==> config.mk <==
export PLATFORM = sky130hd
export DESIGN_NAME = circular_fifo_queue_top
export DESIGN_NICKNAME = d
export VERILOG_FILES = /design/src/cfq_pkg.sv /design/src/cfq_ram.sv /design/src/cfq_front.sv /design/src/cfq_back.sv /design/src/circular_fifo_queue_top.sv
export SDC_FILE = /design/constraint.sdc
export NUM_CORES = 1
export LEC_CHECK = 0
export BUFFER_PORTS_ARGS = -buffer_cell sky130_fd_sc_hd__buf_4
export CAP_MARGIN = 20
export CORE_MARGIN = 4
export CORE_UTILIZATION = 45
export DETAILED_ROUTE_END_ITERATION = 8
export MAX_ROUTING_LAYER = met4
export PLACE_DENSITY = 0.64
export SLEW_MARGIN = 10
export SYNTH_ARGS = -nofsm -noshare
export SYNTH_HDL_FRONTEND = slang
export SYNTH_SLANG_ARGS = --single-unit
==> constraint.sdc <==
create_clock -name clock -period 4.9 [get_ports clock]
set_clock_uncertainty 0.2 [all_clocks]
set_input_delay 0 -clock clock [delete_from_list [all_inputs] [get_ports clock]]
set_output_delay 0 -clock clock [all_outputs]
set_load 0.01 [all_outputs]
==> src/cfq_pkg.sv <==
`timescale 1ns / 1ps
// ----------------------------------------------------------------------------
// Circular FIFO queue package
// Shared types and codes for the front end, the back end and the top level.
// ----------------------------------------------------------------------------
package cfq_pkg;

   localparam int WORD_W = 32;
   localparam int FUNC_W = 2;
   localparam int STATUS_W = 2;

   localparam logic [FUNC_W-1:0] FUNC_INSERT = 2'd0;
   localparam logic [FUNC_W-1:0] FUNC_REMOVE = 2'd1;
   localparam logic [FUNC_W-1:0] FUNC_DISPLAY = 2'd2;

   localparam int CMDQ_DEPTH = 2;
   localparam int CMDQ_PTR_W = 1;
   localparam int CMDQ_CNT_W = 2;

   typedef enum logic [1:0] {
      OP_INSERT,
      OP_REMOVE,
      OP_DISPLAY
   } op_type;

   typedef enum logic [STATUS_W-1:0] {
      ST_OK,
      ST_OVERFLOW,
      ST_UNDERFLOW,
      ST_EMPTY
   } status_type;

   typedef struct packed {
      op_type op;
      logic signed [WORD_W-1:0] value;
   } cmd_type;

   typedef enum logic [1:0] {
      BK_IDLE,
      BK_REMOVE,
      BK_DISPLAY
   } back_state_type;

endpackage

==> src/cfq_ram.sv <==
`timescale 1ns / 1ps
// ----------------------------------------------------------------------------
// Generic RAM
// One write port and one read port with registered read data.
// ----------------------------------------------------------------------------
module cfq_ram #(
   parameter int WIDTH = 32,
   parameter int DEPTH = 8,
   parameter int ADDR_W = $clog2(DEPTH)
) (
   input  logic              clock,
   input  logic              wr_en,
   input  logic [ADDR_W-1:0] wr_addr,
   input  logic [WIDTH-1:0]  wr_data,
   input  logic              rd_en,
   input  logic [ADDR_W-1:0] rd_addr,
   output logic [WIDTH-1:0]  rd_data
);

   logic [WIDTH-1:0] mem_ff [DEPTH];
   logic [WIDTH-1:0] rd_data_ff;

   always_ff @(posedge clock) begin
      if (wr_en) begin
         mem_ff[wr_addr] <= wr_data;
      end
      if (rd_en) begin
         rd_data_ff <= mem_ff[rd_addr];
      end
   end

   assign rd_data = rd_data_ff;

endmodule

==> src/cfq_front.sv <==
`timescale 1ns / 1ps
// ----------------------------------------------------------------------------
// Circular FIFO queue front end
// Accepts request words, decodes the operation and holds them in a short
// command queue for the back end. Unused operation codes are dropped.
// ----------------------------------------------------------------------------
module cfq_front (
   input  logic                             clock,
   input  logic                             reset,
   input  logic                             req_valid,
   output logic                             req_ready,
   input  logic [cfq_pkg::FUNC_W-1:0]       req_func,
   input  logic signed [cfq_pkg::WORD_W-1:0] req_value,
   output logic                             cmd_valid,
   output cfq_pkg::cmd_type                 cmd,
   input  logic                             cmd_pop
);

   cfq_pkg::cmd_type entry_ff [cfq_pkg::CMDQ_DEPTH];
   logic [cfq_pkg::CMDQ_PTR_W-1:0] wr_ptr_ff, wr_ptr_in;
   logic [cfq_pkg::CMDQ_PTR_W-1:0] rd_ptr_ff, rd_ptr_in;
   logic [cfq_pkg::CMDQ_CNT_W-1:0] count_ff, count_in;
   logic is_cmd;
   cfq_pkg::op_type dec_op;
   logic push;

   always_comb begin
      is_cmd = 1'b1;
      dec_op = cfq_pkg::OP_INSERT;
      unique case (req_func)
         cfq_pkg::FUNC_INSERT: dec_op = cfq_pkg::OP_INSERT;
         cfq_pkg::FUNC_REMOVE: dec_op = cfq_pkg::OP_REMOVE;
         cfq_pkg::FUNC_DISPLAY: dec_op = cfq_pkg::OP_DISPLAY;
         default: is_cmd = 1'b0;
      endcase
   end

   assign req_ready = (count_ff != cfq_pkg::CMDQ_CNT_W'(cfq_pkg::CMDQ_DEPTH));
   assign push = req_valid && req_ready && is_cmd;
   assign cmd_valid = (count_ff != '0);
   assign cmd = entry_ff[rd_ptr_ff];

   always_comb begin
      wr_ptr_in = push ? wr_ptr_ff + 1'b1 : wr_ptr_ff;
      rd_ptr_in = cmd_pop ? rd_ptr_ff + 1'b1 : rd_ptr_ff;
      count_in = count_ff;
      if (push && !cmd_pop) begin
         count_in = count_ff + 1'b1;
      end else if (!push && cmd_pop) begin
         count_in = count_ff - 1'b1;
      end
   end

   always_ff @(posedge clock) begin
      if (reset) begin
         wr_ptr_ff <= '0;
         rd_ptr_ff <= '0;
         count_ff <= '0;
      end else begin
         wr_ptr_ff <= wr_ptr_in;
         rd_ptr_ff <= rd_ptr_in;
         count_ff <= count_in;
      end
   end

   always_ff @(posedge clock) begin
      if (push) begin
         entry_ff[wr_ptr_ff] <= '{op: dec_op, value: req_value};
      end
   end

`ifndef SYNTHESIS
   a_count_bound: assert property (@(posedge clock) disable iff (reset)
      count_ff <= cfq_pkg::CMDQ_CNT_W'(cfq_pkg::CMDQ_DEPTH))
      else $error("command queue count exceeds its depth");
   a_pop_nonempty: assert property (@(posedge clock) disable iff (reset)
      cmd_pop |-> count_ff != '0)
      else $error("command popped from an empty queue");
`endif

endmodule

==> src/cfq_back.sv <==
`timescale 1ns / 1ps
// ----------------------------------------------------------------------------
// Circular FIFO queue back end
// Keeps the front and rear indexes, stores and reads the words in the slot
// RAM and drives the registered response word stream.
// ----------------------------------------------------------------------------
module cfq_back #(
   parameter int DEPTH = 8,
   parameter int IDX_W = $clog2(DEPTH)
) (
   input  logic                              clock,
   input  logic                              reset,
   input  logic                              cmd_valid,
   input  cfq_pkg::cmd_type                  cmd,
   output logic                              cmd_pop,
   output logic                              rsp_valid,
   input  logic                              rsp_ready,
   output logic [cfq_pkg::STATUS_W-1:0]      rsp_status,
   output logic signed [cfq_pkg::WORD_W-1:0] rsp_data,
   output logic                              rsp_last
);

   cfq_pkg::back_state_type state_ff, state_in;
   logic [IDX_W-1:0] head_ff, head_in;
   logic [IDX_W-1:0] tail_ff, tail_in;
   logic empty_ff, empty_in;
   logic [IDX_W-1:0] pos_ff, pos_in;
   logic [IDX_W-1:0] cnt_ff, cnt_in;
   logic out_valid_ff, out_valid_in;
   logic [cfq_pkg::STATUS_W-1:0] out_status_ff, out_status_in;
   logic signed [cfq_pkg::WORD_W-1:0] out_data_ff, out_data_in;
   logic out_last_ff, out_last_in;

   logic out_free;
   logic full;
   logic [IDX_W:0] dist_wide;
   logic ram_wr_en;
   logic [IDX_W-1:0] ram_wr_addr;
   logic ram_rd_en;
   logic [IDX_W-1:0] ram_rd_addr;
   logic [cfq_pkg::WORD_W-1:0] ram_rd_data;

   function automatic logic [IDX_W-1:0] next_idx(input logic [IDX_W-1:0] i);
      return (i == IDX_W'(DEPTH - 1)) ? '0 : i + 1'b1;
   endfunction

   assign out_free = !out_valid_ff || rsp_ready;
   assign full = !empty_ff && (next_idx(tail_ff) == head_ff);
   assign dist_wide = (tail_ff >= head_ff)
      ? {1'b0, tail_ff} - {1'b0, head_ff}
      : {1'b0, tail_ff} + (IDX_W + 1)'(DEPTH) - {1'b0, head_ff};

   always_comb begin
      state_in = state_ff;
      head_in = head_ff;
      tail_in = tail_ff;
      empty_in = empty_ff;
      pos_in = pos_ff;
      cnt_in = cnt_ff;
      out_valid_in = out_valid_ff && !rsp_ready;
      out_status_in = out_status_ff;
      out_data_in = out_data_ff;
      out_last_in = out_last_ff;
      cmd_pop = 1'b0;
      ram_wr_en = 1'b0;
      ram_wr_addr = tail_ff;
      ram_rd_en = 1'b0;
      ram_rd_addr = head_ff;
      unique case (state_ff)
         cfq_pkg::BK_IDLE: begin
            if (cmd_valid && out_free) begin
               cmd_pop = 1'b1;
               unique case (cmd.op)
                  cfq_pkg::OP_INSERT: begin
                     out_valid_in = 1'b1;
                     out_data_in = '0;
                     out_last_in = 1'b1;
                     if (full) begin
                        out_status_in = cfq_pkg::ST_OVERFLOW;
                     end else begin
                        out_status_in = cfq_pkg::ST_OK;
                        ram_wr_en = 1'b1;
                        if (empty_ff) begin
                           head_in = '0;
                           tail_in = '0;
                           empty_in = 1'b0;
                        end else begin
                           tail_in = next_idx(tail_ff);
                        end
                        ram_wr_addr = tail_in;
                     end
                  end
                  cfq_pkg::OP_REMOVE: begin
                     if (empty_ff) begin
                        out_valid_in = 1'b1;
                        out_status_in = cfq_pkg::ST_UNDERFLOW;
                        out_data_in = '0;
                        out_last_in = 1'b1;
                     end else begin
                        ram_rd_en = 1'b1;
                        ram_rd_addr = head_ff;
                        if (head_ff == tail_ff) begin
                           empty_in = 1'b1;
                           head_in = '0;
                           tail_in = '0;
                        end else begin
                           head_in = next_idx(head_ff);
                        end
                        state_in = cfq_pkg::BK_REMOVE;
                     end
                  end
                  cfq_pkg::OP_DISPLAY: begin
                     if (empty_ff) begin
                        out_valid_in = 1'b1;
                        out_status_in = cfq_pkg::ST_EMPTY;
                        out_data_in = '0;
                        out_last_in = 1'b1;
                     end else begin
                        ram_rd_en = 1'b1;
                        ram_rd_addr = head_ff;
                        pos_in = head_ff;
                        cnt_in = dist_wide[IDX_W-1:0];
                        state_in = cfq_pkg::BK_DISPLAY;
                     end
                  end
                  default: ;
               endcase
            end
         end
         cfq_pkg::BK_REMOVE: begin
            if (out_free) begin
               out_valid_in = 1'b1;
               out_status_in = cfq_pkg::ST_OK;
               out_data_in = ram_rd_data;
               out_last_in = 1'b1;
               state_in = cfq_pkg::BK_IDLE;
            end
         end
         cfq_pkg::BK_DISPLAY: begin
            if (out_free) begin
               out_valid_in = 1'b1;
               out_status_in = cfq_pkg::ST_OK;
               out_data_in = ram_rd_data;
               out_last_in = (cnt_ff == '0);
               if (cnt_ff == '0) begin
                  state_in = cfq_pkg::BK_IDLE;
               end else begin
                  pos_in = next_idx(pos_ff);
                  cnt_in = cnt_ff - 1'b1;
                  ram_rd_en = 1'b1;
                  ram_rd_addr = pos_in;
               end
            end
         end
         default: state_in = cfq_pkg::BK_IDLE;
      endcase
   end

   always_ff @(posedge clock) begin
      if (reset) begin
         state_ff <= cfq_pkg::BK_IDLE;
         head_ff <= '0;
         tail_ff <= '0;
         empty_ff <= 1'b1;
         pos_ff <= '0;
         cnt_ff <= '0;
         out_valid_ff <= 1'b0;
      end else begin
         state_ff <= state_in;
         head_ff <= head_in;
         tail_ff <= tail_in;
         empty_ff <= empty_in;
         pos_ff <= pos_in;
         cnt_ff <= cnt_in;
         out_valid_ff <= out_valid_in;
      end
   end

   always_ff @(posedge clock) begin
      out_status_ff <= out_status_in;
      out_data_ff <= out_data_in;
      out_last_ff <= out_last_in;
   end

   cfq_ram #(
      .WIDTH(cfq_pkg::WORD_W),
      .DEPTH(DEPTH),
      .ADDR_W(IDX_W)
   ) u_slots (
      .clock(clock),
      .wr_en(ram_wr_en),
      .wr_addr(ram_wr_addr),
      .wr_data(cmd.value),
      .rd_en(ram_rd_en),
      .rd_addr(ram_rd_addr),
      .rd_data(ram_rd_data)
   );

   assign rsp_valid = out_valid_ff;
   assign rsp_status = out_status_ff;
   assign rsp_data = out_data_ff;
   assign rsp_last = out_last_ff;

`ifndef SYNTHESIS
   a_empty_indexes: assert property (@(posedge clock) disable iff (reset)
      empty_ff |-> (head_ff == '0) && (tail_ff == '0))
      else $error("queue is empty but an index is not zero");
   a_index_range: assert property (@(posedge clock) disable iff (reset)
      (head_ff < IDX_W'(DEPTH)) && (tail_ff < IDX_W'(DEPTH)) || (IDX_W'(DEPTH) == '0))
      else $error("queue index beyond the last slot");
   a_display_nonempty: assert property (@(posedge clock) disable iff (reset)
      (state_ff == cfq_pkg::BK_DISPLAY) |-> !empty_ff)
      else $error("display walk running on an empty queue");
`endif

endmodule

==> src/circular_fifo_queue_top.sv <==
`timescale 1ns / 1ps
// ----------------------------------------------------------------------------
// Circular FIFO queue
// Fixed-depth circular FIFO of signed words with insert, remove and display.
//
// Channel  Direction  Handshake              Payload
// req      in         req_valid / req_ready  req_func, req_value
// rsp      out        rsp_valid / rsp_ready  rsp_status, rsp_data, rsp_last
//
// An insert or any error is answered from the idle state, a remove via the remove state.
// A display sends the stored words front first, one slot RAM read a cycle unless stalled.
// A two-word command queue lets requests be taken while the back end works.
// A full response register stalls the back end; the command queue then fills up.
// Reset is synchronous and leaves the queue empty; slots need no clearing.
// ----------------------------------------------------------------------------
module circular_fifo_queue_top #(
   parameter int DEPTH = 8
) (
   input  logic                              clock,
   input  logic                              reset,
   input  logic                              req_valid,
   output logic                              req_ready,
   input  logic [cfq_pkg::FUNC_W-1:0]        req_func,
   input  logic signed [cfq_pkg::WORD_W-1:0] req_value,
   output logic                              rsp_valid,
   input  logic                              rsp_ready,
   output logic [cfq_pkg::STATUS_W-1:0]      rsp_status,
   output logic signed [cfq_pkg::WORD_W-1:0] rsp_data,
   output logic                              rsp_last
);

   logic cmd_valid;
   logic cmd_pop;
   cfq_pkg::cmd_type cmd;

   cfq_front u_front (
      .clock(clock),
      .reset(reset),
      .req_valid(req_valid),
      .req_ready(req_ready),
      .req_func(req_func),
      .req_value(req_value),
      .cmd_valid(cmd_valid),
      .cmd(cmd),
      .cmd_pop(cmd_pop)
   );

   cfq_back #(
      .DEPTH(DEPTH)
   ) u_back (
      .clock(clock),
      .reset(reset),
      .cmd_valid(cmd_valid),
      .cmd(cmd),
      .cmd_pop(cmd_pop),
      .rsp_valid(rsp_valid),
      .rsp_ready(rsp_ready),
      .rsp_status(rsp_status),
      .rsp_data(rsp_data),
      .rsp_last(rsp_last)
   );

endmodule

==> metrics.txt <==
Synth Warn #=0; Diodes inserted=0; Final Wtd Congestion=0.844; sequential fraction of the synthesis area=0.699; iteration count of the initial detailed-routing pass=7; TNS Setup=0 ps; cells along the critical path=inv_1 > ha_1 > nand2b_1 > buf_4 > and4_1 > nor2_4 > buf_4 > a2111oi_0 > nor3_1; vias in the first global route=11449; Sw Share=0.285; Routed Antenna Nets=0; most common cell after layout, fill and taps aside=edfxtp_1; share of layout cells above drive strength 1=0.173; Worst VDD drop=0.336 mV; post-DR vias/cell=5.98; crit path capture type=flip-flop; crit path time final=3710 ps; 1st-iter DRT viols=~1200; Period Utilization, post-route=0.758; Die Area=0.0419 mm2; Max Freq=0.269 GHz; initial antenna violation count=1; WP data arrival=3790 ps; Register Area=0.0122 mm2; first-pass GRT wire length=67700 um; number of max-cap violations=0; Lkg Pwr=6.82 nW; Post-Syn Instances=about 1200; number of synthesized flops with an enable pin=391; outcome=complete, no violations; Worst Setup SP=u_back.cnt_ff[0]; largest net degree at the start of global routing=67; Nets=1403; FF-to-FF Start=u_back.cnt_ff[0]; clk sinks=412; I/O Buffers=74; Final HPWL DP=24000 um; fillers=~3100; die width=205 um; post-synth top area share=0.675; unrepaired setup endpoints after global routing=no; row count=71; WL/cell=23.1 um; Hold Startpoint=req_func[0]; total number of vias=11285; # DRC=0; global-route usage over all layers=0.214; H-tree levels=2; synthesized area=around 0.017 mm2; Synth area leader=edfxtp_1; Root Driver=clkbuf_16; Die H=205 um; Clock transition at path regs=roughly 60 ps; worst-path fanout max=64; Synth area leaders=edfxtp_1 67%, a2111oi_0 4.8%, dfxtp_1 2.4%; synthesis-stage register bit count=around 410; CP max stage delay=700 ps; Slew @ Worst Pin=roughly 1000 ps; CP Class=reg -> reg; multi-input logic area=0.00485 mm2; Power Dens Cells=473 mW/mm2; Clock Latency Late Sink=560 ps; initial cell density of the core=0.459; Area Overhead vs Synth=18.6%; Post-Synthesis Net Count=1275; Worst Path Required=about 5000 ps; Main synth FF type=edfxtp_1; cts bufs inserted=43; Async SR Flop Fraction=0; sw power=between 2 and 3 mW; crit path buf inv count=3; CTS tree=built; combinational power share=0.213; Seq pwr share=0.474; Worst setup SP type=flip-flop; most frequent cells in the layout=391 x edfxtp_1, 116 x buf_4, 96 x a2111oi_0; count of cell types in the netlist=56; CTS max path bufs=3; GRT overflow=0; Final Max Tran Viols=0; Rel. slew slack=0.333; Final Non-Filler Cells=~1900; Final Hold Vio Count=0; cell mode on critical path=buf_4; Boundary Pins=75; Crit-path slowest cell=nand2b_1; Cells after DPL=about 1700; Final setup viols=0; Min-Delay Path Class=in -> reg; clock power share=0.313; Post-Route WL=43600 um; family with the most delay on the worst path=simple AND/OR/NAND/NOR gates; syn avg cell area=14.3 um2; Core ar.=0.0379 mm2; internal power=6.98 mW
state kept, by name, indices dropped and copies added, names as in the netlist, named ones only:
name and cells:
u_back.cnt_ff 3, u_back.empty_ff 1, u_back.head_ff 3, u_back.pos_ff 3, u_back.rsp_data 32, u_back.rsp_last 1
u_back.rsp_status 2, u_back.rsp_valid 1, u_back.state_ff 2, u_back.tail_ff 3, u_back.u_slots.mem_ff 256, u_back.u_slots.rd_data 32
u_front.count_ff 2, u_front.entry_ff 68, u_front.rd_ptr_ff 1, u_front.wr_ptr_ff 1
tightest hold or removal path, delay by kind of cell:
family | cells | cell delay (ps)
buffers and inverters | 2 | 630
AND/OR/NAND/NOR | 1 | 50
per-stage QoR:
stage / instance area (um2) / utilization / hold slack, ps / setup slack [ps] / power, mW
3_3_place_gp: 18600 / 0.491 / -15.1 / 1300 / 6.69
2_1_floorplan: 17400 / - / -101 / 274 / 5.89
6_report: 20600 / 0.544 / 103 / 1190 / 9.76
4_1_cts: 20600 / 0.544 / 81.7 / 1240 / 9.83
3_5_place_dp: 18600 / 0.491 / -12.6 / 1260 / 6.74
5_1_grt: 20600 / 0.544 / 113 / 980 / 10.2
cell type report:
cell class,count,share of cell area
timing repair buffer,188,0.0780
sequential,412,0.589
clock buffer,56,0.0565
clock inverter,21,0.00679
multi-input combinational,679,0.235
tap,511,0.0310
inverter,21,0.00382
layer usage:
metal / track usage / vias to the layer above / routed length, um
li1: - / 5116 / -
met1: 0.299 / 5576 / 19000
met2: 0.332 / 528 / 20300
met3: 0.0309 / 65 / 3500
met4: 0.0591 / 0 / 837
met5: - / - / 0
path summary, 6_finish.rpt:
kind	to	slack, ps	depth (start not counted)
max reg2reg	u_back.u_slots.rd_data[21]	1190	9
max	u_back.u_slots.rd_data[21]	1190	9
min reg2reg	u_back.state_ff[0]	300	2
min	u_front.entry_ff[0][33]	100	3
cells in the mapped netlist, types with 6 or more instances:
library cell  count
mux2_2           33
ha_1             19
a31oi_1          34
dfxtp_1          21
edfxtp_1        391
and3_1           66
o21ai_0          40
a2111oi_0        96
inv_1            18
nand3_1          34
nand2b_1         37
and2_1           35
mux2i_1           8
nand2_1          73
a32o_1           32
clkbuf_1         86
nor3_1           36
buf_2            11
nor2_1           33
a311oi_1         32
a21oi_1          10
buf_4             6
cell families (layout without fill, tap and decap cells):
| family | count (synthesis) | count (layout) | share of synthesized area |
|---|---|---|---|
| AO/OA/AOI/OAI | 268 | 268 | 0.123 |
| XOR/XNOR | 9 | 9 | 0.00453 |
| adder cells (fa/ha/maj) | 20 | 20 | 0.0148 |
| buffers and inverters | 126 | 286 | 0.0293 |
| flip-flops | 412 | 412 | 0.699 |
| multiplexers | 41 | 41 | 0.0259 |
| AND/OR/NAND/NOR | 341 | 341 | 0.104 |
power groups by stage:
stage / Clock (mW) / Combinational, mW / Sequential [mW]
global placement: 0 / 1.99 / 4.70
global route: 3.25 / 2.29 / 4.66
finish: 3.05 / 2.08 / 4.63
detailed placement: 0 / 2.04 / 4.70
CTS: 3.10 / 2.09 / 4.63
floorplan: 0 / 1.14 / 4.75
repair_timing:
| action | CTS | global route |
|---|---|---|
| setup buffers | 0 | 0 |
| resized for setup | 0 | 0 |
| endpoints found under the setup margin | 0 | 0 |
| hold buffers | 70 | 0 |
| endpoints found under the hold margin | 90 | 0 |
Power figures use the tool's default switching activity.
